<file path="src/rtl/ssis_pkg.sv">
`default_nettype none
package ssis_pkg;

    localparam int VALUE_W      = 32;
    localparam int COUNT_OUT_W  = 5;
    localparam int CAPACITY_DEF = 16;

    typedef logic signed [VALUE_W-1:0] t_value;

    typedef enum logic [0:0] {
        CMD_INSERT = 1'b0,
        CMD_QUERY  = 1'b1
    } t_cmd;

    typedef enum logic [1:0] {
        ST_INSERTED  = 2'd0,
        ST_DUPLICATE = 2'd1,
        ST_FULL      = 2'd2,
        ST_QUERY     = 2'd3
    } t_status;

    typedef struct packed {
        logic   insert_en;
        t_value key;
    } t_cell_ctrl;

endpackage
`default_nettype wire

</file>
<file path="src/rtl/sorted_set_insert_search.sv">
// Sorted set of up to CAPACITY distinct signed 32-bit values held in a row of
// cells, ascending from cell 0. Each word on the slave side is an insert
// (tuser 0) or a query (tuser 1) of the value in tdata. All cells compare the
// key at once and, on an insert, shift larger values one cell up and drop the
// key into the gap, so one word is taken every cycle while the master side
// keeps up. Its result appears on the master side the cycle after acceptance
// in a single output register; while a result waits there the slave side is
// held off, and the next word enters in the cycle the waiting result is
// taken. Duplicates are ignored, inserts into a full set are dropped, and
// every result carries the count after the word (low five bits).
`default_nettype none
module sorted_set_insert_search #(
    parameter int CAPACITY = ssis_pkg::CAPACITY_DEF
) (
    input  wire logic        i_clk,
    input  wire logic        i_rst_n,
    input  wire logic        i_s_axis_tvalid,
    output logic             o_s_axis_tready,
    input  wire logic [31:0] i_s_axis_tdata,   // value
    input  wire logic [0:0]  i_s_axis_tuser,   // cmd
    output logic             o_m_axis_tvalid,
    input  wire logic        i_m_axis_tready,
    output logic [7:0]       o_m_axis_tdata,   // count, zero pad
    output logic [2:0]       o_m_axis_tuser    // found, status
);

    localparam int CW = $clog2(CAPACITY + 1);

    logic [CW-1:0]                          r_count;
    logic [CW-1:0]                          n_count;
    logic                                   r_m_valid;
    logic                                   r_found;
    ssis_pkg::t_status                      r_status;
    ssis_pkg::t_status                      n_status;
    logic [ssis_pkg::COUNT_OUT_W-1:0]       r_count_out;
    logic [CW+ssis_pkg::COUNT_OUT_W-1:0]    count_ext;

    logic                                   accept;
    logic                                   is_insert;
    logic                                   full;
    logic                                   found;
    ssis_pkg::t_cell_ctrl                   ctrl;

    logic                                   after_v [CAPACITY];
    logic [CAPACITY-1:0]                    match_v;
    ssis_pkg::t_value                       value_v [CAPACITY];

    assign o_s_axis_tready = !r_m_valid || i_m_axis_tready;
    assign accept          = i_s_axis_tvalid && o_s_axis_tready;
    assign is_insert       = (i_s_axis_tuser == ssis_pkg::CMD_INSERT);
    assign full            = (r_count >= CW'(CAPACITY));
    assign found           = |match_v;

    assign ctrl.key       = $signed(i_s_axis_tdata);
    assign ctrl.insert_en = accept && is_insert && !found && !full;

    for (genvar g = 0; g < CAPACITY; g++) begin : g_cell
        logic left_after;
        ssis_pkg::t_value left_value;
        if (g == 0) begin : g_first
            assign left_after = 1'b0;
            assign left_value = ctrl.key;
        end else begin : g_rest
            assign left_after = after_v[g-1];
            assign left_value = value_v[g-1];
        end
        ssis_cell u_cell (
            .i_clk        (i_clk),
            .i_ctrl       (ctrl),
            .i_occ        (CW'(g) < r_count),
            .i_left_after (left_after),
            .i_left_value (left_value),
            .o_after      (after_v[g]),
            .o_match      (match_v[g]),
            .o_value      (value_v[g])
        );
    end

    always_comb begin
        n_count = r_count;
        if (!is_insert) begin
            n_status = ssis_pkg::ST_QUERY;
        end else if (found) begin
            n_status = ssis_pkg::ST_DUPLICATE;
        end else if (full) begin
            n_status = ssis_pkg::ST_FULL;
        end else begin
            n_status = ssis_pkg::ST_INSERTED;
            n_count  = r_count + CW'(1);
        end
    end

    assign count_ext = (CW + ssis_pkg::COUNT_OUT_W)'(n_count);

    always_ff @(posedge i_clk) begin
        if (!i_rst_n) begin
            r_count   <= '0;
            r_m_valid <= 1'b0;
        end else begin
            if (accept) begin
                r_count <= n_count;
            end
            if (accept) begin
                r_m_valid <= 1'b1;
            end else if (i_m_axis_tready) begin
                r_m_valid <= 1'b0;
            end
        end
    end

    always_ff @(posedge i_clk) begin
        if (accept) begin
            r_found     <= found;
            r_status    <= n_status;
            r_count_out <= count_ext[ssis_pkg::COUNT_OUT_W-1:0];
        end
    end

    assign o_m_axis_tvalid = r_m_valid;
    assign o_m_axis_tuser  = {r_status, r_found};
    assign o_m_axis_tdata  = {(8 - ssis_pkg::COUNT_OUT_W)'(0), r_count_out};

    a_count_bound: assert property (@(posedge i_clk) disable iff (!i_rst_n)
        r_count <= CW'(CAPACITY))
        else $error("count above capacity");

    a_insert_grows: assert property (@(posedge i_clk) disable iff (!i_rst_n)
        ctrl.insert_en |=> r_count == $past(r_count) + CW'(1))
        else $error("insert did not grow count");

    a_query_keeps: assert property (@(posedge i_clk) disable iff (!i_rst_n)
        (accept && !is_insert) |=> $stable(r_count))
        else $error("query changed count");

    a_dup_flag: assert property (@(posedge i_clk) disable iff (!i_rst_n)
        (accept && is_insert && found) |=>
            (r_status == ssis_pkg::ST_DUPLICATE) && r_found && $stable(r_count))
        else $error("duplicate insert mishandled");

    a_result_count: assert property (@(posedge i_clk) disable iff (!i_rst_n)
        accept |=> r_count_out == ssis_pkg::COUNT_OUT_W'(r_count))
        else $error("reported count mismatch");

endmodule
`default_nettype wire

</file>
<file path="src/rtl/ssis_cell.sv">
`default_nettype none
module ssis_cell (
    input  wire logic                i_clk,
    input  wire ssis_pkg::t_cell_ctrl i_ctrl,
    input  wire logic                i_occ,
    input  wire logic                i_left_after,
    input  wire ssis_pkg::t_value    i_left_value,
    output logic                     o_after,
    output logic                     o_match,
    output ssis_pkg::t_value         o_value
);

    ssis_pkg::t_value r_value;

    // cell is past the insert point when empty or holding a larger value
    assign o_after = !i_occ || (r_value > i_ctrl.key);
    assign o_match = i_occ && (r_value == i_ctrl.key);
    assign o_value = r_value;

    always_ff @(posedge i_clk) begin
        if (i_ctrl.insert_en) begin
            if (i_left_after) begin
                r_value <= i_left_value;
            end else if (o_after) begin
                r_value <= i_ctrl.key;
            end
        end
    end

endmodule
`default_nettype wire
</file>
<file path="config.mk">
export PLATFORM = sky130hd
export DESIGN_NAME = sorted_set_insert_search
export DESIGN_NICKNAME = d
export VERILOG_FILES = /design/src/rtl/ssis_pkg.sv /design/src/rtl/sorted_set_insert_search.sv /design/src/rtl/ssis_cell.sv
export SDC_FILE = /design/constraint.sdc
export NUM_CORES = 1
export LEC_CHECK = 0
export BUFFER_PORTS_ARGS = -buffer_cell sky130_fd_sc_hd__buf_2
export CAP_MARGIN = 10
export CORE_ASPECT_RATIO = 0.7
export CORE_MARGIN = 1.5
export CORE_UTILIZATION = 50
export CTS_BUF_LIST = sky130_fd_sc_hd__clkbuf_16
export DETAILED_ROUTE_END_ITERATION = 10
export GPL_TIMING_DRIVEN = 0
export PLACE_DENSITY = 0.64
export SLEW_MARGIN = 25
export SYNTH_ARGS = -nofsm -noshare
export SYNTH_HDL_FRONTEND = slang
export SYNTH_SLANG_ARGS = --single-unit
</file>
<file path="constraint.sdc">
create_clock -name i_clk -period 8.3 [get_ports i_clk]
set_clock_uncertainty 0.1 [all_clocks]
set_input_delay 1.66 -clock i_clk [delete_from_list [all_inputs] [get_ports i_clk]]
set_output_delay 1.66 -clock i_clk [all_outputs]
set_load 0.02 [all_outputs]
</file>
==> results.py <==
metrics = {
    "placed_design": {
        "place_ws_ps": 1570,
        "io_buffers": 45,
        "gp_congestion": 1.03,
        "hpwl_um": 70800,
    },
    "min_path": {
        "holdCritStartpoint": "o_m_axis_tvalid$_SDFFE_PN0P_",
        "hp-class": "flop to flop",
    },
    "worst_setup_path": {
        "arrival_ps": 6550,
        "cp_slowest_stage_delay_ps": 670,
        "startpoint_type": "input port",
        "worst_path_max_delay_cell": "inv_1",
        "crit_start": "i_s_axis_tdata[31]",
        "reg2reg_from": "g_cell[12].u_cell.o_value[31]$_DFFE_PP_",
        "required_ps": 8530,
        "crit_fanout": 20,
        "worstSetupPathType": "input port to flop",
        "worstSetupEndpointType": "flop",
        "crit_chain": "buf_2 > inv_1 > ha_1 > and4_1 > nor4bb_1 > nand4_1 > nand4_1 > a2111oi_4 > nand4_4 > or2_1 > buf_2 > buf_6 > a21oi_4 > buf_16",
    },
    "floorplan": {
        "start_util_pct": 50.6,
        "boundaryPins": 50,
        "num_rows": 79,
        "die_x_um": 313,
        "die_h_um": 220,
        "dieArea_sq_um": 68800,
        "coreArea_sq_um": 66400,
    },
    "pwr": {
        "irDropWorstVdd_uv": 164,
        "p_sw_uw": 1600,
        "p_per_area_nw_per_um2": 173,
        "p_int_uw": 4820,
        "swShare_pct": 25.0,
        "power_frac_comb_pct": 12.2,
        "leakagePower_uw": 0.0146,
        "clkPwrFrac_pct": 39.6,
        "seqPwrFrac_pct": 48.2,
    },
    "synth": {
        "yosys.area.top_type": "edfxtp_1",
        "synth_enable_flop_cells": 520,
        "ys_types": 81,
        "synthFlopType": "edfxtp_1",
        "async_reset_ff_share_pct": 0,
        "yosysMostFrequentCell": "edfxtp_1",
        "ys_seq_elements": 526,
        "yosysWarnings": 0,
        "synth_common_cells": "520 x edfxtp_1, 513 x ha_1, 410 x mux2_2, 190 x a21oi_1, 121 x nand4_1",
        "synthCells": 2598,
        "syn_area_per_cell_sq_um": 12.9,
        "yosysSeqAreaShare_pct": 46.8,
        "syn_area_sq_um": 33600,
        "synth_area_leaders": "edfxtp_1 46%, ha_1 19%, mux2_2 14%, a21oi_1 2.8%, nand4_1 2.3%",
        "synth_top_area_share_pct": 46.5,
    },
    "clocking": {
        "path_clk_slew_ps": 70,
        "clkLatencyLatePin_ps": 630,
        "cts_hold_buffers": 0,
        "cts_tree": "done",
        "cts_buffers": 54,
        "post-cts-setup-buffers": 0,
        "cts.sinks": 526,
        "clock_path_buffers": 3,
        "cts_resized": 0,
        "cts.htree.levels": 2,
        "clockRootBuffer": "clkbuf_16",
    },
    "grt": {
        "use_met3_pct": 4.19,
        "gr-usage-all-layers_pct": 25.4,
        "grt-busiest-layer": "met2",
        "grt_pass1_vias": 22857,
        "grt_max_degree": 34,
        "grtUsageMet2_pct": 38.1,
        "grt_pass1_wl_um": 132000,
        "grt.met1_usage_pct": 37.0,
        "antenna_found_initial": 1,
        "grt_overflow": 0,
    },
    "detailed_routing": {
        "wirelength_um": 87400,
        "drtIter0Drc": 1860,
        "drt_first_pass_iters": 6,
        "vias": 22319,
        "drc": 0,
        "vias_per_cell": 6.12,
        "wl_per_cell_um": 23.9,
        "antenna_left": 0,
    },
    "run": {
        "drv_cap": 0,
    },
    "finish": {
        "syn_to_final_growth_pct": 10.8,
        "fin_util_pct": 56.0,
        "drive_gt1_share_pct": 24.1,
        "num_antenna_cells": 0,
        "final_nets": 3266,
    },
    "status": {
        "status": "completed",
    },
    "timing": {
        "fin_crit_sh_pct": 76.2,
        "slew_headroom_pct": 32.9,
        "fin_ws_ps": 1980,
        "setup_viol": 0,
        "tightest_slew_ps": 981,
        "max_freq_mhz": 158,
        "drv_slew": 0,
        "layout_min_cycle_time_ps": 6320,
        "rsz0062_at_grt": "no",
        "holdWs_ps": 447,
        "hold_violations": 0,
    },
}
-- cells by family after synthesis --
kind of cell	Yosys count	share of synthesized area, %
DFF	526	46.8
adders and majority gates	513	19.1
and+or+nand+nor	471	7.52
AOI/OAI and AO/OA	460	8.54
muxes	456	15.6
buffers and inverters	164	2.24
xor gates and xnor gates	7	0.182
other	1	0.0112
-- power by group through the flow --
stage	logic (uW)	clock network, uW	registers [uW]
6_report	784	2550	3100
2_1_floorplan	503	0	3140
3_5_place_dp	771	0	3150
5_1_grt	871	2680	3110
4_1_cts	778	2580	3090
3_3_place_gp	711	0	3160
-- per-layer routing --
metal	routed length [um]	share of wire, %
met1	41600	48
met2	36700	42
met3	6230	7.1
met4	2830	3.2
met5	0	0
-- per-stage QoR --
step	TNS (ps)	cell area (sq um)	total power (uW)	cells
floorplan	0	33600	3640	2600
global placement	-9510	34900	3870	3536
detailed placement	0	35400	3920	3551
CTS	0	37200	6450	3649
global route	0	37200	6660	3649
finish	0	37200	6430	3649
-- cell type report --
type                       instances  area (sq um)
clock buffer                      55          1380
fill                            5422         29200
sequential                       526         15700
multi-input combinational       1910         17300
clock inverter                    43           435
buffer                           100           512
timing repair buffer              60           513
tap                              891          1110
inverter                          64           240
-- worst paths after layout --
check                                     endpoint  slack [ps]  cells after the start
max          g_cell[2].u_cell.o_value[1]$_DFFE_PP_        1980                     14
min                   o_m_axis_tvalid$_SDFFE_PN0P_         450                      2
max reg2reg  g_cell[2].u_cell.o_value[1]$_DFFE_PP_        3480                     12
min reg2reg           o_m_axis_tvalid$_SDFFE_PN0P_         450                      2
-- state kept, by name, summed over array words and instances, names as in the netlist --
name	count
o_m_axis_tvalid	1
g_cell.u_cell.o_value	512
r_found	1
r_status	2
r_count_out	5
r_count	5
-- worst max-delay path: cells and delay by family --
family	cells	cell delay, ps
buf+inv	5	1570
simple gates	6	1850
fa+ha+maj	1	420
compound gates	2	980
-- cells in the final DEF (no fill, tap or decap), types with 45 or more instances in the layout --
cell type and n:
clkbuf_16 55, mux2_2 410, o21ai_0 83, edfxtp_1 520
nand3_1 74, a21o_1 64, a21oi_1 176, clkbuf_1 48
nand2_1 96, nand4_1 121, nor2_1 45, buf_2 83
inv_1 70, ha_1 513
Note: power is estimated with default switching activity, not from simulation.
